--- config.mk ---
export PLATFORM = sky130hd
export DESIGN_NAME = cda_ctrl
export DESIGN_NICKNAME = d
export VERILOG_FILES = /design/src/cda_pkg.sv /design/src/cda_ctrl.sv
export SDC_FILE = /design/constraint.sdc
export NUM_CORES = 1
export LEC_CHECK = 0
export ABC_AREA = 1
export BUFFER_PORTS_ARGS = -buffer_cell sky130_fd_sc_hd__buf_2
export CAP_MARGIN = 20
export CORE_ASPECT_RATIO = 1.25
export CORE_MARGIN = 5
export CORE_UTILIZATION = 25
export CTS_CLUSTER_SIZE = 20
export DETAILED_ROUTE_END_ITERATION = 12
export GPL_TIMING_DRIVEN = 1
export PLACE_DENSITY = 0.53
export REMOVE_ABC_BUFFERS = 1
export SYNTH_ARGS = -nofsm -noshare
export SYNTH_HDL_FRONTEND = slang
export SYNTH_SLANG_ARGS = --single-unit
--- constraint.sdc ---
create_clock -name clk_i -period 1.31 [get_ports clk_i]
set_clock_uncertainty 0.05 [all_clocks]
set_input_delay 0.262 -clock clk_i [delete_from_list [all_inputs] [get_ports clk_i]]
set_output_delay 0.262 -clock clk_i [all_outputs]
set_load 0.02 [all_outputs]
--- src/cda_pkg.sv ---
// shared constants, types and calendar helpers for the date adder
package cda_pkg;

  localparam int unsigned DAY_W     = 5;
  localparam int unsigned MONTH_W   = 4;
  localparam int unsigned YEAR_W    = 14;
  localparam int unsigned COUNT_W   = 16;
  localparam int unsigned OUTCOME_W = 2;

  // working widths: year may run past the field before saturation, day sum up to 61
  localparam int unsigned YACC_W = 15;
  localparam int unsigned DACC_W = 6;

  localparam int unsigned YEAR_MAX       = 9999;
  localparam int unsigned YEAR_FIELD_MAX = 16383;
  localparam int unsigned YEAR_LIMIT     = (YEAR_MAX < YEAR_FIELD_MAX) ? YEAR_MAX : YEAR_FIELD_MAX;

  typedef enum logic [OUTCOME_W-1:0] {
    OUTCOME_OK       = 2'd0,
    OUTCOME_INVALID  = 2'd1,
    OUTCOME_OVERFLOW = 2'd2
  } outcome_e;

  localparam logic [MONTH_W-1:0] MONTH_JAN = 4'd1;
  localparam logic [MONTH_W-1:0] MONTH_FEB = 4'd2;
  localparam logic [MONTH_W-1:0] MONTH_MAR = 4'd3;
  localparam logic [MONTH_W-1:0] MONTH_DEC = 4'd12;

  localparam logic [DAY_W-1:0]   DAY_LEAP = 5'd29;
  localparam logic [COUNT_W-1:0] YEAR_SKIP_MIN  = 16'd365;
  localparam logic [COUNT_W-1:0] MONTH_SKIP_MIN = 16'd30;
  localparam logic [8:0]         YEAR_LEN_COMMON = 9'd365;
  localparam logic [8:0]         YEAR_LEN_LEAP   = 9'd366;

  // residue counters for the century rules
  localparam logic [6:0] R100_LAST = 7'd99;
  localparam logic [8:0] R400_LAST = 9'd399;

  // restoring reduction of the start year: six steps give mod 400, two more give mod 100
  localparam int unsigned PREP_STEPS = 8;
  localparam logic [2:0]  PREP_R400_STEP = 3'd5;
  localparam logic [2:0]  PREP_LAST      = 3'd7;
  localparam logic [YEAR_W-1:0] PREP_DIV [PREP_STEPS] = '{
    14'd12800, 14'd6400, 14'd3200, 14'd1600, 14'd800, 14'd400, 14'd200, 14'd100
  };

  typedef struct packed {
    logic load;
    logic prep_step;
    logic check;
    logic year_step;
    logic month_step;
    logic add_days;
    logic day_step;
    logic finish;
  } cda_cmd_t;

  typedef struct packed {
    logic prep_last;
    logic invalid;
    logic year_more;
    logic month_more;
    logic day_more;
  } cda_status_t;

  function automatic logic leap_year(input logic [1:0] y_lo, input logic [6:0] r100,
                                     input logic [8:0] r400);
    return ((y_lo == 2'd0) && (r100 != 7'd0)) || (r400 == 9'd0);
  endfunction

  function automatic logic [DAY_W-1:0] month_len(input logic [MONTH_W-1:0] m, input logic leap);
    logic [DAY_W-1:0] len;
    case (m)
      4'd1, 4'd3, 4'd5, 4'd7, 4'd8, 4'd10, 4'd12: len = 5'd31;
      4'd4, 4'd6, 4'd9, 4'd11:                    len = 5'd30;
      4'd2:                                       len = leap ? 5'd29 : 5'd28;
      default:                                    len = 5'd0;
    endcase
    return len;
  endfunction

endpackage

--- src/cda_ctrl.sv ---
// date adder controller: sequencing state machine and result valid flag
module cda_ctrl
  import cda_pkg::*;
(
  input  logic        clk_i,
  input  logic        rst_ni,
  input  logic        in_valid_i,
  output logic        in_ready_o,
  input  logic        out_ready_i,
  output logic        out_valid_o,
  input  cda_status_t status_i,
  output cda_cmd_t    cmd_o
);

  typedef enum logic [6:0] {
    ST_IDLE   = 7'b0000001,
    ST_PREP   = 7'b0000010,
    ST_CHECK  = 7'b0000100,
    ST_YEARS  = 7'b0001000,
    ST_MONTHS = 7'b0010000,
    ST_DAYS   = 7'b0100000,
    ST_DONE   = 7'b1000000
  } cda_state_e;

  cda_state_e state_q, state_d;
  logic       out_valid_q, out_valid_d;

  assign in_ready_o  = (state_q == ST_IDLE);
  assign out_valid_o = out_valid_q;

  always_comb begin
    state_d = state_q;
    cmd_o   = '0;
    case (state_q)
      ST_IDLE: begin
        if (in_valid_i) begin
          cmd_o.load = 1'b1;
          state_d    = ST_PREP;
        end
      end
      ST_PREP: begin
        cmd_o.prep_step = 1'b1;
        if (status_i.prep_last) begin
          state_d = ST_CHECK;
        end
      end
      ST_CHECK: begin
        cmd_o.check = 1'b1;
        state_d     = status_i.invalid ? ST_DONE : ST_YEARS;
      end
      ST_YEARS: begin
        if (status_i.year_more) begin
          cmd_o.year_step = 1'b1;
        end else begin
          state_d = ST_MONTHS;
        end
      end
      ST_MONTHS: begin
        if (status_i.month_more) begin
          cmd_o.month_step = 1'b1;
        end else begin
          cmd_o.add_days = 1'b1;
          state_d        = ST_DAYS;
        end
      end
      ST_DAYS: begin
        if (status_i.day_more) begin
          cmd_o.day_step = 1'b1;
        end else begin
          state_d = ST_DONE;
        end
      end
      ST_DONE: begin
        // wait only while the result register still holds an untaken word
        if (!out_valid_q || out_ready_i) begin
          cmd_o.finish = 1'b1;
          state_d      = ST_IDLE;
        end
      end
      default: begin
        state_d = ST_IDLE;
      end
    endcase
  end

  always_comb begin
    out_valid_d = out_valid_q;
    if (out_valid_q && out_ready_i) begin
      out_valid_d = 1'b0;
    end
    if (cmd_o.finish) begin
      out_valid_d = 1'b1;
    end
  end

  always_ff @(posedge clk_i or negedge rst_ni) begin
    if (!rst_ni) begin
      state_q     <= ST_IDLE;
      out_valid_q <= 1'b0;
    end else begin
      state_q     <= state_d;
      out_valid_q <= out_valid_d;
    end
  end

endmodule
# Word-level counts from Yosys, hierarchy flattened
# Index checks and enable logic that the tools add are counted.
dict set report classes {
  eq_ne 13
  mux 23
  n_reduce_logical 5
}
# operator n
set op_table {}
lappend op_table {{$mux 7} 7}
lappend op_table {{$pmux 7 s7} 1}
lappend op_table {{$mux 1} 14}
lappend op_table {{$ne 2x2->1 const B} 6}
lappend op_table {{$eq 7x1->1 const B} 1}
lappend op_table {{$eq 7x2->1 const B} 1}
lappend op_table {{$eq 7x3->1 const B} 1}
lappend op_table {{$eq 7x4->1 const B} 1}
lappend op_table {{$eq 7x5->1 const B} 1}
lappend op_table {{$eq 7x6->1 const B} 1}
lappend op_table {{$eq 7x7->1 const B} 1}
lappend op_table {{$reduce_and 6->1} 1}
lappend op_table {{$mux 2} 1}
lappend op_table {{$reduce_bool 2->1} 1}
lappend op_table {{$logic_and 1x1->1} 1}
lappend op_table {{$logic_not 1->1} 1}
lappend op_table {{$logic_or 1x1->1} 1}
dict set report word_totals {
  register_bits 8
  input_bits 9
  out_inout_bits 10
  elab_cells 43
}

# Depth between registers and ports, before layout
# Gate-level depths: netlist (run 1).
dict set report depth {
  ltp_word 5
  depth_mapped 9
  depth_no_buf 9
}

# Worst setup path after synthesis (run 1)
# OpenSTA, ideal clock, no wires.
dict set report synth_timing {
  kind {reg2out}
  start {reg state_q[0]}
  end {out cmd_o[7] in the netlist's numbering}
  arrival_time_ns 1.444
  required_time_ns 0.998
  path_slack_ns -0.446
  path_stages_with_launch 7
  n_path_buf 0
  path_cell_list {dfstp_2 -> inv_1 -> nor2_1 -> nand2_1 -> nor2_1 -> inv_1 -> nor2_1}
}
# element line_no
set synth_rtl {}
lappend synth_rtl {{start, declared} cda_ctrl.sv:25} ;# cda_state_e state_q, state_d;
lappend synth_rtl {{start signal, assigned} cda_ctrl.sv:101} ;# state_q <= state_d;
lappend synth_rtl {{end, declared} cda_ctrl.sv:12} ;# output cda_cmd_t cmd_o

==> impl_metrics.tcl, run 1 <==
set metrics [dict create \
    run_status "finished, violations left" \
    violations "negative setup slack" \
    synthDistinctLibCells 19 \
    synth_flop_cell "dfrtp_1" \
    post_synthesis_share_of_cell_area_spent_on_full_adders_half_adders_and_majority_gates_pct 0 \
    largest_net_degree_at_the_start_of_global_routing 9 \
    placement.io_buffers 18 \
    critical_path.top_delay_family "simple AND/OR/NAND/NOR gates" \
    critPathBufInv 2 \
    vdd_ir_drop_max_mv 0.742 \
    die_area_sq_mm 0.00345 \
    gr-total-overflow 0 \
    flops_latches_synth 8 \
    detailedRoute.firstIterationViolations 6 \
    nets 142 \
    placement_setup_slack_ps -158 \
    route.detailed.wl_per_inst_um 10.2 \
    post_synth_mux_area_share_pct 0 \
    tritoncts.num_buffers 3 \
    die_y_um 64.5 \
    sum_of_routed_wire_length_over_all_layers_um 1670 \
    cp-end-kind "output port" \
    clk_path_buf_depth 2 \
    placed_cells 148 \
    crit_chain "nor2_2 > nand2_2 > nor2_4 > inv_1 > nor2_1 > buf_2" \
    worstSkewPairLatency_ps 260 \
    synthXorXnorAreaFrac_pct 0 \
    critical_path_arrival_ps 1360 \
    initial_core_utilization_pct 26.5 \
    final.setup.worst_slack_ps -361 \
    crit_path_start_kind "register" \
    place_congestion 0.706 \
    yosys.cell_count.top_type "nor2_1" \
    number_of_antenna_violations_at_the_first_check_in_global_routing 0 \
    final-max-slew-violation-count 0 \
    synth_largest_type_area_fraction_pct 29.5 \
    yosys_warnings 0 \
    synth-simple-area-share_pct 47.3 \
    drt_pre_antenna_iters 2 \
    holdCritPathClass "primary input to register" \
    grt_usage_pct 10.0 \
    first_global_vias 718 \
    path_clk_slew_ps 70 \
    vias 688 \
    leakage_nw 0.579 \
    clock.fmax_mhz 599 \
    drive_above_1_share_pct 59.8 \
    vias_per_cell 4.22 \
    crit_path_top_delay_cell "dfrtp_1" \
    total_power_per_unit_cell_area_mw_per_mm2 1620 \
    rsz0062_at_grt "yes" \
    synth.cell_area_sq_um 593 \
    layout.filler_cells 237 \
    final_cells 163 \
    synth_seq_area_share_pct 34.0 \
    netlist_top_cells_area "dfrtp_1, nor2_1, inv_1" \
    antenna_cells_inserted 0 \
    cts_root_buf "clkbuf_4" \
    synth-async-reset-ratio_pct 100 \
    synth.cells.most_frequent "nor2_1, inv_1, nand2_1, dfrtp_1, nand3_1" \
    grt_first_pass_wirelength_um 2660 \
    post_synth_inst_count 88 \
    dominant_combinational_cell_family_by_area_after_synthesis "simple AND/OR/NAND/NOR gates" \
    setup-tns-final_ps -3440 \
    worstMarginPinSlew_ps 213 \
    final_cycle_utilization_of_the_critical_path_pct 128 \
    timing.critical_path.fanout_max 3 \
    cts_sinks 8 \
    synth_largest_area_cell "dfrtp_1" \
    floorplan.core_area_sq_mm 0.00223 \
    cts_tree "built" \
    area_growth_syn_to_layout_pct 77.2 \
    total_power_mw 1.70 \
    syn_area_per_cell_sq_um 6.74 \
    critical_path_required_ps 1000 \
    finalHoldViolations 0 \
    max-cap-violations 0 \
    final_core_util_pct 47.0 \
    synth-compound-area-share_pct 4.43 \
    synth_edf_count 0 \
    detailed_placer_s_ending_hpwl_um 1260 \
    number_of_placed_i_o_pins 19 \
    worst_setup_path_class "register to output port" \
    detail-route-antenna-nets 0 \
    remaining_drc_errors 0 \
    critical-path-max-stage-delay_ps 400 \
    setup_viol_count_final 14 \
    finalCriticalPeriod_ps 1670 \
    die_x_um 53.6 \
    num_rows 19 \
    htree_levels 1 \
    max-slew-margin-rel_pct 85.8 \
]
==> placed cells by master (no fill, tap or decap) <==
cell and instances:
nor2_1 14, o22ai_2 1, nand2_1 12, o21ai_2 2, nor2_2 5, nand3_2 2, nand2_4 3, nand3_1 3
inv_4 3, nor2_4 4, dfrtp_1 7, nand3_4 3, o21ai_0 2, dfstp_2 1, nor3_4 1, inv_2 4
nand2_2 6, inv_1 13, buf_2 13, clkbuf_1 1, buf_4 21, dlygate4sd3_1 1, clkbuf_4 3, nand4_2 1
buf_6 6
==> registers in the layout, summed over array words and instances, names as in the netlist <==
name         count
out_valid_o      1
state_q          7
==> layer usage <==
metal  vias to the layer above  GRT usage [%]  wire, um
li1                        353              -         -
met5                         -              0         0
met3                         4           2.52        82
met2                        15           18.6       917
met1                       316           10.1       639
met4                         0           4.47        28
==> cell type report <==
type | instances | area [sq um] | area share (%)
Multi-Input combinational cell | 59 | 402 | 38.2
Clock buffer | 4 | 26.3 | 2.50
Tap cell | 31 | 38.8 | 3.69
Inverter | 20 | 82.6 | 7.86
Sequential cell | 8 | 201 | 19.2
Timing Repair Buffer | 41 | 300 | 28.6
==> final timing paths <==
kind | start | depth (start not counted) | slack [ps] | endpoint
setup / recovery | state_q[3] | 6 | -360 | cmd_o[2]
hold / removal | status_i[3] | 2 | 140 | state_q[3]
setup reg to reg | state_q[0] | 10 | -200 | state_q[0]
hold reg to reg | out_valid_o | 2 | 510 | out_valid_o
max in group asynchronous | rst_ni | 2 | 620 | state_q[0]
min in group asynchronous | rst_ni | 2 | 320 | state_q[3]
==> worst reg2reg max path: cells and delay by family (launching register included) <==
kind                   cells  cell delay [ps]
buffers and inverters      2              220
flip-flops                 1              560
AND/OR/NAND/NOR            8              620
==> cell families (layout without fill, tap and decap cells) <==
group,Yosys count,in the layout
AO/OA/AOI/OAI,5,5
AND/OR/NAND/NOR,54,54
flip-flops,8,8
buffers and inverters,21,65
==> repair_timing <==
item,CTS,global route
setup endpoints to repair,14,15
resized for setup,18,23
hold buffers,1,0
hold endpoints to repair,7,0
buffers inserted,9,4
gates cloned,0,0
pin swaps,5,7
==> power breakdown <==
group	internal, mW	total, mW	switching, mW
clock network	0.117	0.211	0.0945
logic	0.534	1.13	0.600
registers	0.309	0.354	0.0449
total	0.960	1.70	0.739
==> per-stage QoR <==
stage / area (sq um) / hold WS [ps]
2_1_floorplan: 586 / -83.6
6_report: 1050 / 142
5_1_grt: 1050 / 145
4_1_cts: 943 / 152
3_5_place_dp: 805 / 70.7
3_3_place_gp: 805 / 66.5
(Power assumes the default switching activity.)
==> run 2, diff against run 1 <==
CELL_PAD_IN_SITES_DETAIL_PLACEMENT = 1   (was default)
CELL_PAD_IN_SITES_GLOBAL_PLACEMENT = 2   (was default)
CORE_UTILIZATION = 22   (was 25)
PLACE_DENSITY = 0.76   (was 0.53)
==> impl_metrics.tcl, run 2 (same netlist as run 1, synthesis figures left out) <==
set metrics [dict create \
    largest_net_degree_at_the_start_of_global_routing 9 \
    critical-path-max-stage-delay_ps 560 \
    detailedRoute.firstIterationViolations 4 \
    rsz0062_at_grt "yes" \
    leakage_nw 0.561 \
    power.share.combinational_pct 64.3 \
    die_x_um 56.4 \
    nets 142 \
    cp-end-kind "output port" \
    path_clk_slew_ps 60 \
    antenna_cells_inserted 0 \
    placed_cells 153 \
    finalCriticalPeriod_ps 1740 \
    worst_setup_path_class "register to output port" \
    holdCritPathClass "primary input to register" \
    die_y_um 68.1 \
    clock.fmax_mhz 575 \
    total_power_mw 1.61 \
    die_area_sq_mm 0.00384 \
    grt_first_pass_wirelength_um 3080 \
    max-slew-margin-rel_pct 87.2 \
    worstSkewPairLatency_ps 270 \
    final_cycle_utilization_of_the_critical_path_pct 133 \
    detail-route-antenna-nets 0 \
    vias_per_cell 4.08 \
    internal_power_mw 0.911 \
    tritoncts.num_buffers 3 \
    multiInputGateArea_sq_um 339 \
    worstHoldStart "status_i[3]" \
    p_clk_share_pct 13.5 \
    htree_levels 1 \
    critical_path_required_ps 1000 \
    drive_above_1_share_pct 55.3 \
    num_rows 21 \
    layout.filler_cells 345 \
    placement.io_buffers 18 \
    largest_register_ff_count 7 \
    netSwitchingPower_mw 0.702 \
    final.setup.worst_slack_ps -429 \
    pwr-share-seq_pct 22.2 \
    run_status "finished, violations left" \
    number_of_antenna_violations_at_the_first_check_in_global_routing 0 \
    detailed_placer_s_ending_hpwl_um 1430 \
    hold_depth 2 \
    number_of_placed_i_o_pins 19 \
    area_growth_syn_to_layout_pct 66.2 \
    setup_viol_count_final 14 \
    final-max-slew-violation-count 0 \
    setup-tns-final_ps -3890 \
    clk_path_buf_depth 2 \
    place_congestion 0.780 \
    critical_path.reg2reg.startpoint "state_q[0]" \
    floorplan.core_area_sq_mm 0.00263 \
    vdd_ir_drop_max_mv 0.451 \
    cts_sinks 8 \
    critical_path.top_delay_family "flip-flops" \
    initial_core_utilization_pct 22.6 \
    final_cells 166 \
    critical_path.startpoint "state_q[0]" \
    grt_usage_pct 10.5 \
    worstMarginPinSlew_ps 192 \
    finalHoldViolations 0 \
    commonest_non_fill_non_tap_cell_in_the_layout "buf_4" \
    cts_tree "built" \
    seqCellArea_sq_um 201 \
    top_reg_by_flops "state_q" \
    cts_root_buf "clkbuf_4" \
    crit_path_top_delay_cell "dfstp_2" \
    sum_of_routed_wire_length_over_all_layers_um 1810 \
    crit_path_start_kind "register" \
    final.hold.worst_slack_ps 136 \
    route.detailed.wl_per_inst_um 10.9 \
    total_power_per_unit_cell_area_mw_per_mm2 1640 \
    drt_pre_antenna_iters 2 \
    worst-path-stages 7 \
    crit_chain "inv_2 > nor2_2 > nand2_1 > nor2_2 > inv_1 > nor2_1 > buf_4" \
    critPathBufInv 3 \
    first_global_vias 758 \
    gr-total-overflow 0 \
    critical_path.most_common_cell "nor2_2" \
    max-cap-violations 0 \
    p_sw_share_pct 43.5 \
    violations "negative setup slack" \
    critical_path_arrival_ps 1430 \
    mostFrequentLayoutCells "buf_4, inv_1, nand2_1, nor2_1, buf_2" \
    vias 677 \
    remaining_drc_errors 0 \
    timing.critical_path.fanout_max 3 \
    rr_worst_depth 9 \
]
-- run 2: final cells by class --
| cell class | count | share of cell area [%] |
|---|---|---|
| Multi-Input combinational cell | 59 | 34.4 |
| Timing Repair Buffer | 41 | 30.3 |
| Sequential cell | 8 | 20.4 |
| Inverter | 20 | 7.87 |
| Tap cell | 34 | 4.31 |
| Clock buffer | 4 | 2.66 |
-- run 2: final timing paths --
check	end	slack [ps]
max in group asynchronous	state_q[0]	640
hold / removal	state_q[3]	140
setup reg to reg	state_q[6]	-190
setup / recovery	cmd_o[7]	-430
hold reg to reg	out_valid_o	510
min in group asynchronous	state_q[2]	320
-- run 2: timing repair --
action / 4_1_cts / 5_1_grt
resized for setup: 24 / 2
endpoints found under the hold margin: 7 / 0
buffers inserted: 7 / 1
hold buffers: 1 / 0
setup endpoints to repair: 15 / 15
pin swaps: 7 / 2
gates cloned: 0 / 0
-- run 2: through the flow --
stage | setup slack [ps] | instance area (sq um) | util, %
after floorplan | -446 | 586 | -
after global placement | -193 | 823 | 31.3
after detailed placement | -201 | 823 | 31.3
after CTS | -427 | 973 | 37.0
after global routing | -551 | 986 | 37.5
final | -429 | 986 | 37.5
-- run 2: per-layer routing --
layer / global-route usage (%) / wire (um)
met1: 9.36 / 673
met2: 21.7 / 1070
met3: 1.32 / 22
met4: 7.12 / 49
met5: 0 / 0
-- run 2: power by group through the flow --
stage | Combinational, mW | Sequential [mW] | Clock [mW]
after floorplan | 0.475 | 0.352 | 0
after global placement | 0.774 | 0.355 | 0
after detailed placement | 0.782 | 0.358 | 0
after CTS | 0.991 | 0.355 | 0.230
after global routing | 1.15 | 0.362 | 0.244
final | 1.04 | 0.357 | 0.218
==> run 3, diff against run 2 <==
clock period = 1.4 ns   (was 1.31 ns; I/O delays follow)
==> impl_metrics.tcl, run 3 (same netlist as run 1, synthesis figures left out) <==
set metrics [dict create \
    run_status "finished, violations left" \
    violations "negative setup slack" \
    holdCritPathClass "primary input to register" \
    crit_end "cmd_o[7]" \
    met3_length_um 42 \
    cts_root_buf "clkbuf_4" \
    number_of_placed_i_o_pins 19 \
    vias_per_cell 4.26 \
    max-slew-margin-rel_pct 85.8 \
    gr-total-overflow 0 \
    cts_sinks 8 \
    placement.io_buffers 18 \
    setup_viol_count_final 13 \
    first_global_vias 771 \
    top_reg_by_flops "state_q" \
    critical_path_required_ps 1070 \
    detail-route-antenna-nets 0 \
    initial_core_utilization_pct 22.6 \
    routedLengthMet1_um 720 \
    finalHoldViolations 0 \
    sum_of_routed_wire_length_over_all_layers_um 2130 \
    area_growth_syn_to_layout_pct 89.9 \
    final-max-slew-violation-count 0 \
    floorplan.core_area_sq_mm 0.00263 \
    max-cap-violations 0 \
    ff2ff_setup_slack_ps -140 \
    clock.fmax_mhz 559 \
    largest_register_ff_count 7 \
    leakage_nw 0.595 \
    vdd_ir_drop_max_mv 0.508 \
    vias 724 \
    p_sw_share_pct 44.2 \
    detailedRoute.firstIterationViolations 8 \
    power.share.combinational_pct 68.7 \
    largest_net_degree_at_the_start_of_global_routing 9 \
    internal_power_mw 0.976 \
    worstSkewPairLatency_ps 270 \
    critical_path.reg2reg.startpoint "state_q[0]" \
    clk_path_buf_depth 2 \
    cp-end-kind "output port" \
    critical_path.startpoint "state_q[0]" \
    drive_above_1_share_pct 68.4 \
    rr_worst_depth 10 \
    wl_met2_um 1260 \
    p_clk_share_pct 11.6 \
    netSwitchingPower_mw 0.775 \
    commonest_non_fill_non_tap_cell_in_the_layout "buf_4" \
    antenna_cells_inserted 0 \
    rsz0062_at_grt "yes" \
    timing.critical_path.fanout_max 2 \
    final.setup.worst_slack_ps -390 \
    path_clk_slew_ps 70 \
    final_cycle_utilization_of_the_critical_path_pct 128 \
    total_power_per_unit_cell_area_mw_per_mm2 1560 \
    grt_usage_pct 11.3 \
    mostFrequentLayoutCells "buf_4, inv_2, nor2_1, buf_6, nand2_1" \
    drt_pre_antenna_iters 2 \
    die_x_um 56.4 \
    placement_setup_slack_ps -151 \
    die_y_um 68.1 \
    worstMarginPinSlew_ps 213 \
    route.detailed.wl_per_inst_um 12.6 \
    crit_path_start_kind "register" \
    grt_first_pass_wirelength_um 3250 \
    die_area_sq_mm 0.00384 \
    number_of_antenna_violations_at_the_first_check_in_global_routing 0 \
    tritoncts.num_buffers 3 \
    cts_tree "built" \
    num_rows 21 \
    htree_levels 1 \
    r2r-end "state_q[6]" \
    finalCriticalPeriod_ps 1790 \
    critical_path_arrival_ps 1460 \
    remaining_drc_errors 0 \
    nets 146 \
    setup-tns-final_ps -3240 \
    detailed_placer_s_ending_hpwl_um 1470 \
    routed.top_layer "met4" \
    worst_setup_path_class "register to output port" \
    pwr-share-seq_pct 19.7 \
    place_congestion 0.824 \
]
==> run 3: cell types whose count changed in the layout (fill, tap and decap cells not counted), moves of 2 or more <==
cell     change
inv_1        -6
nand2_1      -4
nand3_1      -3
nor2_4       +3
buf_4        -5
buf_6        +8
inv_2        +6
nor2_1       -2
nand3_2      +3
nand2_4      +3
==> run 3: power by group through the flow <==
stage                     Combinational, mW  Sequential, mW  Clock (mW)
after floorplan                       0.445           0.329           0
after global placement                0.690           0.331           0
after detailed placement              0.709           0.334           0
after CTS                              1.05           0.337       0.201
after global routing                   1.30           0.350       0.224
final                                  1.20           0.345       0.203
==> run 3: per-stage QoR <==
stage / power, mW / hold WS (ps) / std cells / area [sq um] / util [%]
floorplan: 0.774 / -65.6 / 87 / 586 / -
CTS: 1.59 / 164 / 163 / 1030 / 39.3
detailed placement: 1.04 / 87.0 / 149 / 793 / 30.2
finish: 1.75 / 154 / 170 / 1130 / 42.9
global placement: 1.02 / 84.6 / 149 / 793 / 30.2
global route: 1.88 / 155 / 170 / 1130 / 42.9
==> run 3: worst max-delay path, stage by stage, from the launching register on <==
cell and delay, ps:
dfstp_2 570, inv_2 40, nor2_2 70, nand2_1 70, nor2_2 140, inv_1 70, nor2_1 100, buf_4 140
==> run 3: metal layers <==
layer | track usage [%] | up-vias
met2 | 22.5 | 14
li1 | - | 358
met4 | 9.20 | 0
met1 | 10.0 | 341
met3 | 1.32 | 11
met5 | 0 | -
==> run 3: worst min path at each step <==
stage	start	end	slack, ps	depth (start not counted)
final	status_i[3]	state_q[3]	150	2
after detailed placement	rst_ni	state_q[1]	90	1
after global routing	status_i[3]	state_q[3]	160	2
after floorplan	rst_ni	out_valid_o	-70	0
after global placement	rst_ni	state_q[1]	80	1
after CTS	out_ready_i	out_valid_o	160	2
==> run 3: what timing repair did <==
item,CTS,global route
setup endpoints to repair,11,15
gates resized for setup,41,18
hold buffers,1,0
pin swaps,16,18
buffers inserted,10,11
endpoints found under the hold margin,7,0
==> run 3: cell type report <==
type | instances | area (sq um)
clock buffers | 4 | 26.3
repair buffers | 45 | 372
fillers | 324 | 1500
inverters | 20 | 77.6
flip-flops and latches | 8 | 203
multi-input cells | 59 | 405
well taps | 34 | 42.5
