### config.mk
export PLATFORM = sky130hd
export DESIGN_NAME = cda_datapath
export DESIGN_NICKNAME = d
export VERILOG_FILES = /design/src/cda_pkg.sv /design/src/cda_datapath.sv
export SDC_FILE = /design/constraint.sdc
export NUM_CORES = 1
export LEC_CHECK = 0
export BUFFER_PORTS_ARGS = -buffer_cell sky130_fd_sc_hd__buf_2
export CAP_MARGIN = 5
export CORE_MARGIN = 3
export CORE_UTILIZATION = 58
export CTS_CLUSTER_DIAMETER = 40
export DETAILED_ROUTE_END_ITERATION = 12
export PLACE_DENSITY = 0.75
export SYNTH_ARGS = -nofsm -noshare
export SYNTH_HDL_FRONTEND = slang
export SYNTH_SLANG_ARGS = --single-unit
export TNS_END_PERCENT = 10
### constraint.sdc
create_clock -name clk_i -period 10.5 [get_ports clk_i]
set_input_delay 0.525 -clock clk_i [delete_from_list [all_inputs] [get_ports clk_i]]
set_output_delay 0.525 -clock clk_i [all_outputs]
set_load 0.02 [all_outputs]
### src/cda_pkg.sv
// shared constants, types and calendar helpers for the date adder
package cda_pkg;

  localparam int unsigned DAY_W     = 5;
  localparam int unsigned MONTH_W   = 4;
  localparam int unsigned YEAR_W    = 14;
  localparam int unsigned COUNT_W   = 16;
  localparam int unsigned OUTCOME_W = 2;

  // working widths: year may run past the field before saturation, day sum up to 61
  localparam int unsigned YACC_W = 15;
  localparam int unsigned DACC_W = 6;

  localparam int unsigned YEAR_MAX       = 9999;
  localparam int unsigned YEAR_FIELD_MAX = 16383;
  localparam int unsigned YEAR_LIMIT     = (YEAR_MAX < YEAR_FIELD_MAX) ? YEAR_MAX : YEAR_FIELD_MAX;

  typedef enum logic [OUTCOME_W-1:0] {
    OUTCOME_OK       = 2'd0,
    OUTCOME_INVALID  = 2'd1,
    OUTCOME_OVERFLOW = 2'd2
  } outcome_e;

  localparam logic [MONTH_W-1:0] MONTH_JAN = 4'd1;
  localparam logic [MONTH_W-1:0] MONTH_FEB = 4'd2;
  localparam logic [MONTH_W-1:0] MONTH_MAR = 4'd3;
  localparam logic [MONTH_W-1:0] MONTH_DEC = 4'd12;

  localparam logic [DAY_W-1:0]   DAY_LEAP = 5'd29;
  localparam logic [COUNT_W-1:0] YEAR_SKIP_MIN  = 16'd365;
  localparam logic [COUNT_W-1:0] MONTH_SKIP_MIN = 16'd30;
  localparam logic [8:0]         YEAR_LEN_COMMON = 9'd365;
  localparam logic [8:0]         YEAR_LEN_LEAP   = 9'd366;

  // residue counters for the century rules
  localparam logic [6:0] R100_LAST = 7'd99;
  localparam logic [8:0] R400_LAST = 9'd399;

  // restoring reduction of the start year: six steps give mod 400, two more give mod 100
  localparam int unsigned PREP_STEPS = 8;
  localparam logic [2:0]  PREP_R400_STEP = 3'd5;
  localparam logic [2:0]  PREP_LAST      = 3'd7;
  localparam logic [YEAR_W-1:0] PREP_DIV [PREP_STEPS] = '{
    14'd12800, 14'd6400, 14'd3200, 14'd1600, 14'd800, 14'd400, 14'd200, 14'd100
  };

  typedef struct packed {
    logic load;
    logic prep_step;
    logic check;
    logic year_step;
    logic month_step;
    logic add_days;
    logic day_step;
    logic finish;
  } cda_cmd_t;

  typedef struct packed {
    logic prep_last;
    logic invalid;
    logic year_more;
    logic month_more;
    logic day_more;
  } cda_status_t;

  function automatic logic leap_year(input logic [1:0] y_lo, input logic [6:0] r100,
                                     input logic [8:0] r400);
    return ((y_lo == 2'd0) && (r100 != 7'd0)) || (r400 == 9'd0);
  endfunction

  function automatic logic [DAY_W-1:0] month_len(input logic [MONTH_W-1:0] m, input logic leap);
    logic [DAY_W-1:0] len;
    case (m)
      4'd1, 4'd3, 4'd5, 4'd7, 4'd8, 4'd10, 4'd12: len = 5'd31;
      4'd4, 4'd6, 4'd9, 4'd11:                    len = 5'd30;
      4'd2:                                       len = leap ? 5'd29 : 5'd28;
      default:                                    len = 5'd0;
    endcase
    return len;
  endfunction

endpackage

### src/cda_datapath.sv
// date adder datapath: working registers, residue counters and result register
module cda_datapath
  import cda_pkg::*;
(
  input  logic                 clk_i,
  input  logic                 rst_ni,
  input  cda_cmd_t             cmd_i,
  output cda_status_t          status_o,
  input  logic [DAY_W-1:0]     start_day_i,
  input  logic [MONTH_W-1:0]   start_month_i,
  input  logic [YEAR_W-1:0]    start_year_i,
  input  logic [COUNT_W-1:0]   day_count_i,
  output logic [DAY_W-1:0]     end_day_o,
  output logic [MONTH_W-1:0]   end_month_o,
  output logic [YEAR_W-1:0]    end_year_o,
  output logic [OUTCOME_W-1:0] outcome_o
);

  logic [DACC_W-1:0]    d_q, d_d;
  logic [MONTH_W-1:0]   m_q, m_d;
  logic [YACC_W-1:0]    y_q, y_d;
  logic [COUNT_W-1:0]   n_q, n_d;
  logic [6:0]           r100_q, r100_d;
  logic [8:0]           r400_q, r400_d;
  logic [YEAR_W-1:0]    rem_q, rem_d;
  logic [2:0]           step_q, step_d;
  logic                 invalid_q, invalid_d;
  logic [DAY_W-1:0]     end_day_q;
  logic [MONTH_W-1:0]   end_month_q;
  logic [YEAR_W-1:0]    end_year_q;
  logic [OUTCOME_W-1:0] outcome_q;

  logic                 leap_cur, leap_next, early, over;
  logic [DAY_W-1:0]     mlen;
  logic [8:0]           ylen;
  logic [YEAR_W-1:0]    rem_red;
  logic [YACC_W-1:0]    y_inc;
  logic [6:0]           r100_inc;
  logic [8:0]           r400_inc;

  assign leap_cur  = leap_year(y_q[1:0], r100_q, r400_q);
  // y+1 is leap when y ends in 3 mod 4 and y+1 is no plain century, or y+1 hits 400
  assign leap_next = ((y_q[1:0] == 2'd3) && (r100_q != R100_LAST)) || (r400_q == R400_LAST);
  assign mlen      = month_len(m_q, leap_cur);
  assign early     = (m_q <= MONTH_FEB);
  assign ylen      = (early ? leap_cur : leap_next) ? YEAR_LEN_LEAP : YEAR_LEN_COMMON;
  assign y_inc     = y_q + YACC_W'(1);
  assign r100_inc  = (r100_q == R100_LAST) ? 7'd0 : r100_q + 7'd1;
  assign r400_inc  = (r400_q == R400_LAST) ? 9'd0 : r400_q + 9'd1;
  assign rem_red   = (rem_q >= PREP_DIV[step_q]) ? rem_q - PREP_DIV[step_q] : rem_q;
  assign over      = (y_q > YACC_W'(YEAR_LIMIT));

  assign status_o.prep_last  = (step_q == PREP_LAST);
  assign status_o.invalid    = (d_q == '0) || (d_q > DACC_W'(mlen));
  assign status_o.year_more  = (n_q > YEAR_SKIP_MIN);
  assign status_o.month_more = (n_q > MONTH_SKIP_MIN);
  assign status_o.day_more   = (d_q > DACC_W'(mlen));

  always_comb begin
    d_d       = d_q;
    m_d       = m_q;
    y_d       = y_q;
    n_d       = n_q;
    r100_d    = r100_q;
    r400_d    = r400_q;
    rem_d     = rem_q;
    step_d    = step_q;
    invalid_d = invalid_q;
    if (cmd_i.load) begin
      d_d    = DACC_W'(start_day_i);
      m_d    = start_month_i;
      y_d    = YACC_W'(start_year_i);
      n_d    = day_count_i;
      rem_d  = start_year_i;
      step_d = '0;
    end
    if (cmd_i.prep_step) begin
      rem_d  = rem_red;
      step_d = step_q + 3'd1;
      if (step_q == PREP_R400_STEP) begin
        r400_d = rem_red[8:0];
      end
      if (step_q == PREP_LAST) begin
        r100_d = rem_red[6:0];
      end
    end
    if (cmd_i.check) begin
      invalid_d = status_o.invalid;
      // leap day with a nonzero count steps onto the first of march
      if (!status_o.invalid && (n_q != '0) && (m_q == MONTH_FEB)
          && (d_q == DACC_W'(DAY_LEAP))) begin
        m_d = MONTH_MAR;
        d_d = DACC_W'(1);
        n_d = n_q - COUNT_W'(1);
      end
    end
    if (cmd_i.year_step) begin
      n_d    = n_q - COUNT_W'(ylen);
      y_d    = y_inc;
      r100_d = r100_inc;
      r400_d = r400_inc;
    end
    if (cmd_i.add_days) begin
      d_d = d_q + DACC_W'(n_q);
    end
    if (cmd_i.month_step || cmd_i.day_step) begin
      if (cmd_i.month_step) begin
        n_d = n_q - COUNT_W'(mlen);
      end else begin
        d_d = d_q - DACC_W'(mlen);
      end
      if (m_q == MONTH_DEC) begin
        m_d    = MONTH_JAN;
        y_d    = y_inc;
        r100_d = r100_inc;
        r400_d = r400_inc;
      end else begin
        m_d = m_q + MONTH_W'(1);
      end
    end
  end

  always_ff @(posedge clk_i or negedge rst_ni) begin
    if (!rst_ni) begin
      d_q         <= '0;
      m_q         <= '0;
      y_q         <= '0;
      n_q         <= '0;
      r100_q      <= '0;
      r400_q      <= '0;
      rem_q       <= '0;
      step_q      <= '0;
      invalid_q   <= 1'b0;
      end_day_q   <= '0;
      end_month_q <= '0;
      end_year_q  <= '0;
      outcome_q   <= OUTCOME_OK;
    end else begin
      d_q       <= d_d;
      m_q       <= m_d;
      y_q       <= y_d;
      n_q       <= n_d;
      r100_q    <= r100_d;
      r400_q    <= r400_d;
      rem_q     <= rem_d;
      step_q    <= step_d;
      invalid_q <= invalid_d;
      if (cmd_i.finish) begin
        end_day_q   <= d_q[DAY_W-1:0];
        end_month_q <= m_q;
        if (invalid_q) begin
          end_year_q <= y_q[YEAR_W-1:0];
          outcome_q  <= OUTCOME_INVALID;
        end else if (over) begin
          end_year_q <= YEAR_W'(YEAR_LIMIT);
          outcome_q  <= OUTCOME_OVERFLOW;
        end else begin
          end_year_q <= y_q[YEAR_W-1:0];
          outcome_q  <= OUTCOME_OK;
        end
      end
    end
  end

  assign end_day_o   = end_day_q;
  assign end_month_o = end_month_q;
  assign end_year_o  = end_year_q;
  assign outcome_o   = outcome_q;

endmodule

Yosys cells after proc, flatten, opt, wreduce, memory -nomap -nowiden --
Memory sizes are Yosys's and may differ from the RTL's. Cells that the tools add are included.
Storage, ports and cells: ROM bits 112, RAM bits 0, latch bits 0, bits in registers 100, word-level logic and storage cells 121, output and inout port bits 30, memories 1, input port bits 49
Operators by class: muxes and demuxes 48, add/subtract/negate cells 11, div/mod/pow operators 0, bitwise operators 1, reduce and logical (&&, ||, !) cells 19, equal/unequal tests 20, shift-type cells 0, magnitude comparators 7, $mul 0
Memory list:
- (no name shown) | depth 8, width 14, rd ports 1, clocked after Yosys merged registers in 0, write ports 0, RTL line cda_datapath.sv:50 | assign rem_red = (rem_q >= PREP_DIV[step_q]) ? rem_q - PREP_DIV[step_q] : rem_q;
Operators with widths (count):
- 2-to-1 mux 14 bit | 7
- 2-to-1 mux 16 bit | 6
- 2-to-1 mux 15 bit | 4
- 2-to-1 mux 9 bit | 6
- 2-to-1 mux 7 bit | 6
- 2-to-1 mux 6 bit | 6
- equality test 4 bit, second input constant | 5
- 2-to-1 mux 4 bit | 5
- equality test 4 x 3 -> 1 bit, second input constant | 4
- greater-than comparator 16 x 5 -> 1 bit, second input constant | 1
- greater-than comparator 16 x 9 -> 1 bit, second input constant | 1
- nonzero test 16 bit | 1
- subtractor 16 x 1 -> 16 bit, second input constant | 1
- subtractor 16 x 5 -> 16 bit | 1
- subtractor 16 x 9 -> 16 bit | 1
- adder 15 x 1 -> 15 bit, second input constant | 1
- greater-than comparator 15 x 14 -> 1 bit, second input constant | 1
- case mux 5 bit (3 select lines) | 1
- >= comparator 14 bit | 1
- subtractor 14 bit | 1
- adder 9 x 1 -> 9 bit, second input constant | 1
- equality test 9 bit, second input constant | 1
- zero test 9 bit | 1
- equality test 4 x 2 -> 1 bit, second input constant | 2
- other kinds (29) | 41

Longest topological paths before layout --
Gate-level depths: netlist of run 1.
word-level depth 16, gate-level depth with buffers 16, gate-level depth less buffers 15

Worst setup path after synthesis of run 1 --
No wires, ideal clock.
path type register -> output, from reg r100_q[0], to out status_o[3] in the netlist's numbering, buffers on the path 0, setup slack 6582 ps, data required time 9975 ps, cell stages (with the launch flop) 15, data arrival time 3393 ps, cells stage by stage dfrtp_1 > inv_1 > ha_1 > or4b_2 > o31ai_1 > nand2_1 > a2111oi_0 > a21oi_1 > ha_1 > fa_1 > nor2b_1 > o31a_1 > o22ai_4 > nand2b_1 > a21o_1
RTL lines:
- from (decl) | RTL line cda_datapath.sv:23 | logic [6:0] r100_q, r100_d;
- from (signal assigned) | RTL line cda_datapath.sv:143 | r100_q <= r100_d;
- to (decl) | RTL line cda_datapath.sv:8 | output cda_status_t status_o,

==> reports/results.ini, run 1 <==
[pwr]
vdd_drop_max_v=0.0001793
leakage_uw=0.003728
power.density_nw_per_um2=324.5

[sta]
fin_crit_sh_pct=42.91
slew_headroom_pct=27.44
slew_viol_final=0
setup_viol=0
period_needed_ns=4.506
worstMarginPinSlew_ns=1.075
rsz0062_at_grt=false
fin_skew_ns=0.01090
tns_ns=0
max_freq_mhz=221.9
final_hold_viol_count=0

[synthesis]
syn_nets=1011
ys.warnings.count=0
synthTopCellsByCount=dfrtp_1 (100), nand2_1 (88), nor2_1 (65), a21oi_1 (62), o21ai_0 (55)
ys_seq_area_share_pct=31.96
synth_cells=909
ys_types=83
yosysTopAreaCell=dfrtp_1
synth.ff_latch_count=100
synth_most_common_cell=dfrtp_1
synthFlopType=dfrtp_1
syn_avg_cell_area_um2=8.612
synth_edf_count=0
synth_area_um2=7829
synthArstFlopShare_pct=100.0
synth_area_leaders=dfrtp_1 (32%), ha_1 (7.7%), mux2i_1 (4.2%)
yosysTopAreaCellShare_pct=31.96

[clock_network]
tritoncts=built
cts-buffers-inserted=9
ctsResizeCount=0
postCtsHoldBufs=0
cts_max_level=3
clk_pin_slew_ns=0.07
clkSinkCount=100
post_cts_buffers=0
clock_path_buffers=2
insertion_delay_ns=0.35
cts-root-buf=clkbuf_16

[setup_path]
critPathMaxFanout=10
critPathArrivalTime_ns=3.98
critPathLaunchType=flip-flop
critPathKind=reg2out
crit_required_ns=9.98
reg2reg_depth=15
cp-end-kind=primary output

[run_status]
status=finished clean

[route]
drc=0
routedWlPerCell_um=18.21
drt_wl_total_mm=20.56
viasPerCell=6.384
drtPass1Iterations=5
drtIter0Drc=522
ant_nets=0
via_count=7208

[global_routing]
grt_pass1_vias=6791
grt_start_max_net_pins=53
overflow=0
grt_pass1_wl_mm=33.73
antenna_found_initial=0
grt_usage_pct=28.03

[floorplan]
pin_count=79
die_area_um2=14930
fp-row-count=41
core_area_um2=12930
start_util_pct=60.56
die_h_um=122.2
die_x_um=122.2

[finish]
drive_gt1_share_pct=16.20
areaGrowthSynthToFinish_pct=8.934
n_antenna_cell=0
fill_cells=1129
utilization_pct=65.97
nNetsFinal=1054

[run]
cap_violations=0

[placed_design]
port_buffers=78
gp_congestion=0.8882
hpwl_mm=14.83

[hold_path]
min_path_type=in2async

-- sequential cells by signal, indices dropped and copies added, names as in the netlist --
| register | cells |
|---|---|
| rem_q | 14 |
| invalid_q | 1 |
| d_q | 6 |
| n_q | 16 |
| end_month_o | 4 |
| outcome_o | 2 |
| r100_q | 7 |
| m_q | 4 |
| end_year_o | 14 |
| step_q | 3 |
| end_day_o | 5 |
| y_q | 15 |
| r400_q | 9 |
-- critical path, cell delays in order, from the launching register on --
cell and delay, ns:
dfrtp_1 0.42, inv_1 0.08, ha_1 0.14, or4b_2 0.60
o31ai_1 0.27, nand2_1 0.09, a2111oi_0 0.36, a21oi_1 0.13
ha_1 0.23, fa_1 0.41, nor2b_1 0.18, o31a_1 0.21
o22ai_4 0.15, nand2b_1 0.12, a21o_1 0.10, buf_2 0.16
-- report_power, final --
group          internal, uW  total (uW)  switching [uW]  leakage (uW)
Clock                   169         326             157      0.000139
Combinational           698        1670             971       0.00241
Sequential              541         771             230       0.00118
Total                  1410        2770            1360       0.00373
-- per-layer routing --
metal | track usage (%) | up-vias | wire, um
met5 | 0 | - | 0
met4 | 8.817 | 0 | 435
li1 | - | 3459 | -
met3 | 4.782 | 42 | 1138
met2 | 47.76 | 256 | 10050
met1 | 36.48 | 3451 | 8941
-- path summary, 6_finish.rpt --
check                      slack, ns      startpoint        endpoint
setup / recovery                5.99       r100_q[0]     status_o[3]
hold / removal                  0.18          rst_ni  end_year_o[11]
setup reg to reg                6.25       r100_q[0]         n_q[10]
hold reg to reg                 0.51  end_month_o[2]  end_month_o[2]
max in group asynchronous       9.18          rst_ni          n_q[0]
min in group clk_i              0.43        cmd_i[1]          d_q[1]
-- through the flow --
step | std cells | instance area (um2) | power [uW] | hold slack, ns | setup WS, ns
finish | 1129 | 8528 | 2767 | 0.1827 | 5.994
global route | 1129 | 8528 | 3004 | 0.2257 | 5.726
CTS | 1129 | 8528 | 2760 | 0.2096 | 5.975
detailed placement | 1113 | 8242 | 2421 | 0.4868 | 6.238
global placement | 1113 | 8242 | 2401 | 0.4833 | 6.384
floorplan | 909 | 7829 | 2031 | 0.2294 | 6.582
-- cell type report --
cell class	instances	area [um2]	area share [%]
clock buffer	10	239.0	2.802
clock inverter	6	47.55	0.5575
inverter	43	161.4	1.893
multi-input combinational	716	4940	57.92
sequential	100	2502	29.34
tap	172	215.2	2.523
timing repair buffer	82	422.9	4.959
-- placed cells by master (no fill, tap or decap), types with 23 or more instances in the layout --
cell	netlist	layout
dfrtp_1	100	100
nand2_1	88	88
buf_2	11	77
nor2_1	65	65
a21oi_1	62	62
o21ai_0	55	55
ha_1	48	48
inv_1	43	43
nand3_1	40	40
mux2i_1	33	33
mux2_2	23	23
-- cell families after synthesis --
group | after synthesis | synth area share, %
simple gates | 310 | 20.35
compound gates | 278 | 24.10
flops | 100 | 31.96
buf+inv | 93 | 4.986
mux | 56 | 7.528
fa+ha+maj | 53 | 8.950
xor+xnor | 19 | 2.126
Note: power is estimated with default switching activity, not from simulation.
==> inputs of run 2 (changes only) <==
==> constraint.sdc (replaced) <==
create_clock -name clk_i -period 4.7 [get_ports clk_i]
set_input_delay 0.235 -clock clk_i [delete_from_list [all_inputs] [get_ports clk_i]]
set_output_delay 0.235 -clock clk_i [all_outputs]
set_load 0.02 [all_outputs]
==> reports/results.ini, run 2 (same netlist as run 1, synthesis figures left out) <==
[sta]
slew_headroom_pct=28.49  ; was 27.44%
tns_ns=0  ; unchanged
setup_viol=0  ; unchanged
rsz0062_at_grt=false  ; unchanged
max_freq_mhz=237.5
period_needed_ns=4.210
slew_viol_final=0  ; unchanged
final_hold_viol_count=0  ; unchanged
fin_skew_ns=0.01193  ; was 0.01090 ns
worstMarginPinSlew_ns=1.059  ; was 1.075 ns
fin_crit_sh_pct=89.58

[setup_path]
critPathArrivalTime_ns=3.98  ; about the same
reg2reg_to=n_q[10]  ; unchanged
r2r-start=r100_q[0]  ; unchanged
crit_required_ns=4.47  ; was 9.98 ns
rrSetupSlack_ns=0.49  ; was 6.25 ns
critPathKind=reg2out  ; unchanged
critPathLaunchType=flip-flop  ; unchanged
cp-end-kind=primary output  ; unchanged
critPathMaxFanout=10  ; unchanged
reg2reg_depth=15  ; unchanged

[clock_network]
tritoncts=built  ; unchanged
clock_path_buffers=2  ; unchanged
clk_pin_slew_ns=0.07  ; about the same
cts-buffers-inserted=9  ; unchanged
clkSinkCount=100  ; unchanged
cts_max_level=3  ; unchanged
insertion_delay_ns=0.35  ; about the same
cts-root-buf=clkbuf_16  ; unchanged

[route]
routedWlPerCell_um=18.09  ; was 18.21 um
ant_nets=0  ; unchanged
drtIter0Drc=603  ; was 522
via_count=7235  ; was 7,208
drc=0  ; unchanged
viasPerCell=6.403  ; was 6.384
drt_wl_total_mm=20.44  ; was 20.56 mm
drtPass1Iterations=5  ; unchanged

[pwr]
p_int_uw=3202  ; was 1409 uW
p_switching_uw=3036  ; was 1358 uW
vdd_drop_max_v=0.0004812  ; was 0.0001793 V
leakage_uw=0.003731  ; was 0.003728 uW
p_clk_share_pct=12.3  ; was 11.8%
power.density_nw_per_um2=729.1  ; was 324.5 nW/um2
power_frac_seq_pct=27.5  ; was 27.9%
switching_share_pct=48.67  ; was 49.08%
report.power.total_uw=6238  ; was 2767 uW
pwr-share-comb_pct=60.2  ; was 60.3%

[finish]
reg_top3=n_q: 16 flops, y_q: 15 flops  ; unchanged
largest_reg_flops=16  ; unchanged
multi_input_comb_area_um2=4940  ; unchanged
drive_gt1_share_pct=16.08  ; was 16.20%
nNetsFinal=1055  ; was 1,054
final_cell_area_um2=8556  ; was 8528 um2
final_cell_mix=dfrtp_1 (100), nand2_1 (88), buf_2 (77)  ; unchanged
largest-register=n_q  ; unchanged
layout_commonest_cell=dfrtp_1  ; unchanged
areaGrowthSynthToFinish_pct=9.286  ; was 8.934%
final-seq-area_um2=2502  ; unchanged
fill_cells=1112  ; was 1,129
n_antenna_cell=0  ; unchanged

[global_routing]
grt_pass1_wl_mm=33.82  ; was 33.73 mm
grt_pass1_vias=6764  ; was 6,791
overflow=0  ; unchanged
grt_usage_pct=28.03  ; about the same
grt_start_max_net_pins=62  ; was 53
antenna_found_initial=0  ; unchanged

[floorplan]
start_util_pct=60.56  ; unchanged
die_h_um=122.2  ; unchanged
die_area_um2=14930  ; unchanged
pin_count=79  ; unchanged
die_x_um=122.2  ; unchanged
fp-row-count=41  ; unchanged
core_area_um2=12930  ; unchanged

[placed_design]
dpl_cell_area_um2=8242  ; unchanged
hpwl_mm=14.90  ; was 14.83 mm
port_buffers=78  ; unchanged
gp_congestion=0.9443  ; was 0.8882

[hold_path]
hold_depth=2
min_to=d_q[1]
hold_start=cmd_i[1]
min_path_type=in2reg  ; was in2async

[run]
cap_violations=0  ; unchanged

[run_status]
status=finished clean  ; unchanged

## run 2: changes by cell type in the layout (fill, tap and decap cells not counted)
| cell | change |
|---|---|
| clkinv_4 | -2 |
| bufinv_16 | +1 |
| clkinv_2 | -1 |
| clkbuf_1 | +1 |
| inv_6 | -1 |
| dlygate4sd3_1 | +1 |
| clkinvlp_4 | +2 |
## run 2: how the worst max path moves through the flow
stage,end,slack [ns],startpoint
floorplan,n_q[10],0.84,r100_q[0]
global placement,n_q[10],0.58,r100_q[0]
detailed placement,n_q[10],0.47,r100_q[0]
CTS,status_o[3],0.44,r100_q[0]
global route,n_q[10],0.13,r100_q[0]
finish,status_o[3],0.49,r100_q[0]
## run 2: final cells by class
type | count | area share [%]
Sequential cell | 100 | 29.25
Tap cell | 172 | 2.515
Multi-Input combinational cell | 716 | 57.74
Inverter | 43 | 1.887
Clock inverter | 5 | 0.7166
Clock buffer | 11 | 2.837
Timing Repair Buffer | 83 | 5.060
## run 2: stage by stage
step | hold WS (ns) | utilization (%) | instances | setup WS [ns]
2_1_floorplan | -0.06059 | - | 909 | 0.8427
3_3_place_gp | 0.3651 | 63.75 | 1113 | 0.5780
3_5_place_dp | 0.3640 | 63.75 | 1113 | 0.4717
4_1_cts | 0.1299 | 66.18 | 1130 | 0.4421
5_1_grt | 0.1458 | 66.18 | 1130 | 0.1311
6_report | 0.1410 | 66.18 | 1130 | 0.4898
## run 2: routing by layer
metal  global-route usage, %  part of all wire (%)  wire, um  up-vias
li1                        -                     -         -     3462
met4                   6.368                   1.2       252        0
met1                   37.47                    43      8857     3481
met3                   4.643                   6.1      1253       24
met5                       0                     0         0        -
met2                   47.93                    49     10070      268
## run 2: worst max-delay path: stages (launching register included)
cell and delay [ns]:
dfrtp_1 0.42, inv_1 0.07, ha_1 0.13, or4b_2 0.57, o31ai_1 0.27, nand2_1 0.08
a2111oi_0 0.38, a21oi_1 0.13, ha_1 0.24, fa_1 0.40, nor2b_1 0.17, o31a_1 0.21
o22ai_4 0.15, nand2b_1 0.14, a21o_1 0.12, buf_2 0.16
## run 2: repair_timing
item | in CTS | in global routing
hold endpoints to repair | 60 | 0
setup buffers | 0 | 0
hold buffers | 1 | 0
resized for setup | 0 | 0
## run 2: power by group through the flow
stage	logic (uW)	clock network, uW	registers [uW]
2_1_floorplan	2940	0	1590
3_3_place_gp	3660	0	1710
3_5_place_dp	3700	0	1710
4_1_cts	3740	777	1700
5_1_grt	4190	809	1780
6_report	3760	768	1710
==> inputs of run 3 (changes only) <==
--- a/config.mk
+++ b/config.mk
@@ -9,6 +9,7 @@
 export CAP_MARGIN = 5
 export CORE_MARGIN = 3
 export CORE_UTILIZATION = 58
+export CTS_BUF_LIST = sky130_fd_sc_hd__clkbuf_8
 export CTS_CLUSTER_DIAMETER = 40
 export DETAILED_ROUTE_END_ITERATION = 12
 export PLACE_DENSITY = 0.75
==> reports/results.ini, run 3 (same netlist as run 1, synthesis figures left out) <==
[setup_path]
critPathArrivalTime_ns=4.04  ; was 3.98 ns
endpoint=status_o[3]  ; unchanged
cp-startpoint=r100_q[0]  ; unchanged
critPathLaunchType=flip-flop  ; unchanged
critPathMaxFanout=10  ; unchanged
r2r-start=r100_q[0]  ; unchanged
crit_required_ns=4.47  ; about the same
rrSetupSlack_ns=0.49  ; about the same
reg2reg_to=n_q[10]  ; unchanged
critPathKind=reg2out  ; unchanged
cp-end-kind=primary output  ; unchanged
reg2reg_depth=15  ; unchanged

[sta]
rsz0062_at_grt=false  ; unchanged
worstMarginPinSlew_ns=1.051  ; was 1.059 ns
tns_ns=0  ; unchanged
final_hold_viol_count=0  ; unchanged
slew_viol_final=0  ; unchanged
fin_ws_ns=0.4216  ; was 0.4898 ns
setup_viol=0  ; unchanged
max_freq_mhz=233.7  ; was 237.5 MHz
slew_headroom_pct=29.07  ; was 28.49%
period_needed_ns=4.278  ; was 4.210 ns
fin_skew_ns=0.01686  ; was 0.01193 ns
fin_crit_sh_pct=91.03  ; was 89.58%

[finish]
final_cell_mix=dfrtp_1 (100), nand2_1 (88), buf_2 (77)  ; unchanged
largest-register=n_q  ; unchanged
n_antenna_cell=0  ; unchanged
reg_top3=n_q: 16 flops, y_q: 15 flops  ; unchanged
largest_reg_flops=16  ; unchanged
drive_gt1_share_pct=16.08  ; unchanged
fill_cells=1140  ; was 1,112
areaGrowthSynthToFinish_pct=7.991  ; was 9.286%
nNetsFinal=1055  ; unchanged
layout_commonest_cell=dfrtp_1  ; unchanged

[global_routing]
grt_pass1_wl_mm=33.37  ; was 33.82 mm
grt_start_max_net_pins=62  ; unchanged
overflow=0  ; unchanged
grt_pass1_vias=6733  ; was 6,764
grt_usage_pct=27.59  ; was 28.03%
antenna_found_initial=0  ; unchanged

[floorplan]
start_util_pct=60.56  ; unchanged
die_h_um=122.2  ; unchanged
die_x_um=122.2  ; unchanged
core_area_um2=12930  ; unchanged
pin_count=79  ; unchanged
fp-row-count=41  ; unchanged
die_area_um2=14930  ; unchanged

[placed_design]
gp_congestion=0.9443  ; unchanged
pre_cts_slack_ns=0.4717  ; unchanged
port_buffers=78  ; unchanged
hpwl_mm=14.90  ; unchanged

[route]
viasPerCell=6.394  ; was 6.403
drtPass1Iterations=5  ; unchanged
routedWlPerCell_um=17.81  ; was 18.09 um
drt_wl_total_mm=20.12  ; was 20.44 mm
ant_nets=0  ; unchanged
via_count=7225  ; was 7,235
drc=0  ; unchanged
drtIter0Drc=494  ; was 603

[pwr]
power.density_nw_per_um2=714.6  ; was 729.1 nW/um2
leakage_uw=0.003689  ; was 0.003731 uW
vdd_drop_max_v=0.0004855  ; was 0.0004812 V

[clock_network]
tritoncts=built  ; unchanged
clk_pin_slew_ns=0.10  ; was 0.07 ns
clock_path_buffers=2  ; unchanged
cts-buffers-inserted=9  ; unchanged
ctsResizeCount=0  ; unchanged
insertion_delay_ns=0.39  ; was 0.35 ns
cts_max_level=3  ; unchanged
postCtsHoldBufs=1  ; unchanged
clkSinkCount=100  ; unchanged
cts-root-buf=clkbuf_8  ; was clkbuf_16
post_cts_buffers=0  ; unchanged

[hold_path]
min_path_type=in2reg  ; unchanged

[run]
cap_violations=0  ; unchanged

[run_status]
status=finished clean  ; unchanged

## run 3: critical path, cell delays in order (launching register included)
cell	delay, ns
dfrtp_1	0.43
inv_1	0.07
ha_1	0.13
or4b_2	0.57
o31ai_1	0.27
nand2_1	0.08
a2111oi_0	0.37
a21oi_1	0.13
ha_1	0.24
fa_1	0.40
nor2b_1	0.18
o31a_1	0.21
o22ai_4	0.15
nand2b_1	0.14
a21o_1	0.12
buf_2	0.16
## run 3: through the flow
step,hold slack [ns],total power [uW],area (um2),utilization (%),instances
final,0.1102,6041,8454,65.40,1130
after global routing,0.09961,6581,8454,65.40,1130
after CTS,0.09138,6009,8454,65.40,1130
after detailed placement,0.3640,5415,8242,63.75,1113
after global placement,0.3651,5374,8242,63.75,1113
after floorplan,-0.06059,4537,7829,-,909
## run 3: power by group
group          switching, uW  total, uW  internal, uW
Sequential               501       1710          1210
Clock                    317        576           260
Combinational           2190       3760          1560
Total                   3010       6040          3030
## run 3: how the worst min path moves through the flow
stage                           to     start  slack, ns  cells past startpoint
finish                      d_q[1]  cmd_i[1]       0.11                      2
global placement    end_year_o[11]    rst_ni       0.37                      1
CTS                         d_q[1]  cmd_i[1]       0.09                      2
global route                d_q[1]  cmd_i[1]        0.1                      2
floorplan                   d_q[0]    rst_ni      -0.06                      0
detailed placement  end_year_o[11]    rst_ni       0.36                      1
## run 3: cell type report
class	instances	area (um2)	area share, %
Clock buffer	10	137.6	1.628
Clock inverter	6	65.06	0.7696
Inverter	43	161.4	1.909
Multi-Input combinational cell	716	4940	58.43
Sequential cell	100	2502	29.60
Tap cell	172	215.2	2.546
Timing Repair Buffer	83	432.9	5.121
## run 3: layer usage
layer	up-vias	global-route usage, %	share of wire (%)
met5	-	0	0
met4	0	6.718	1.5
met3	30	4.782	5.7
met2	248	46.41	49
met1	3485	37.20	44
li1	3462	-	-
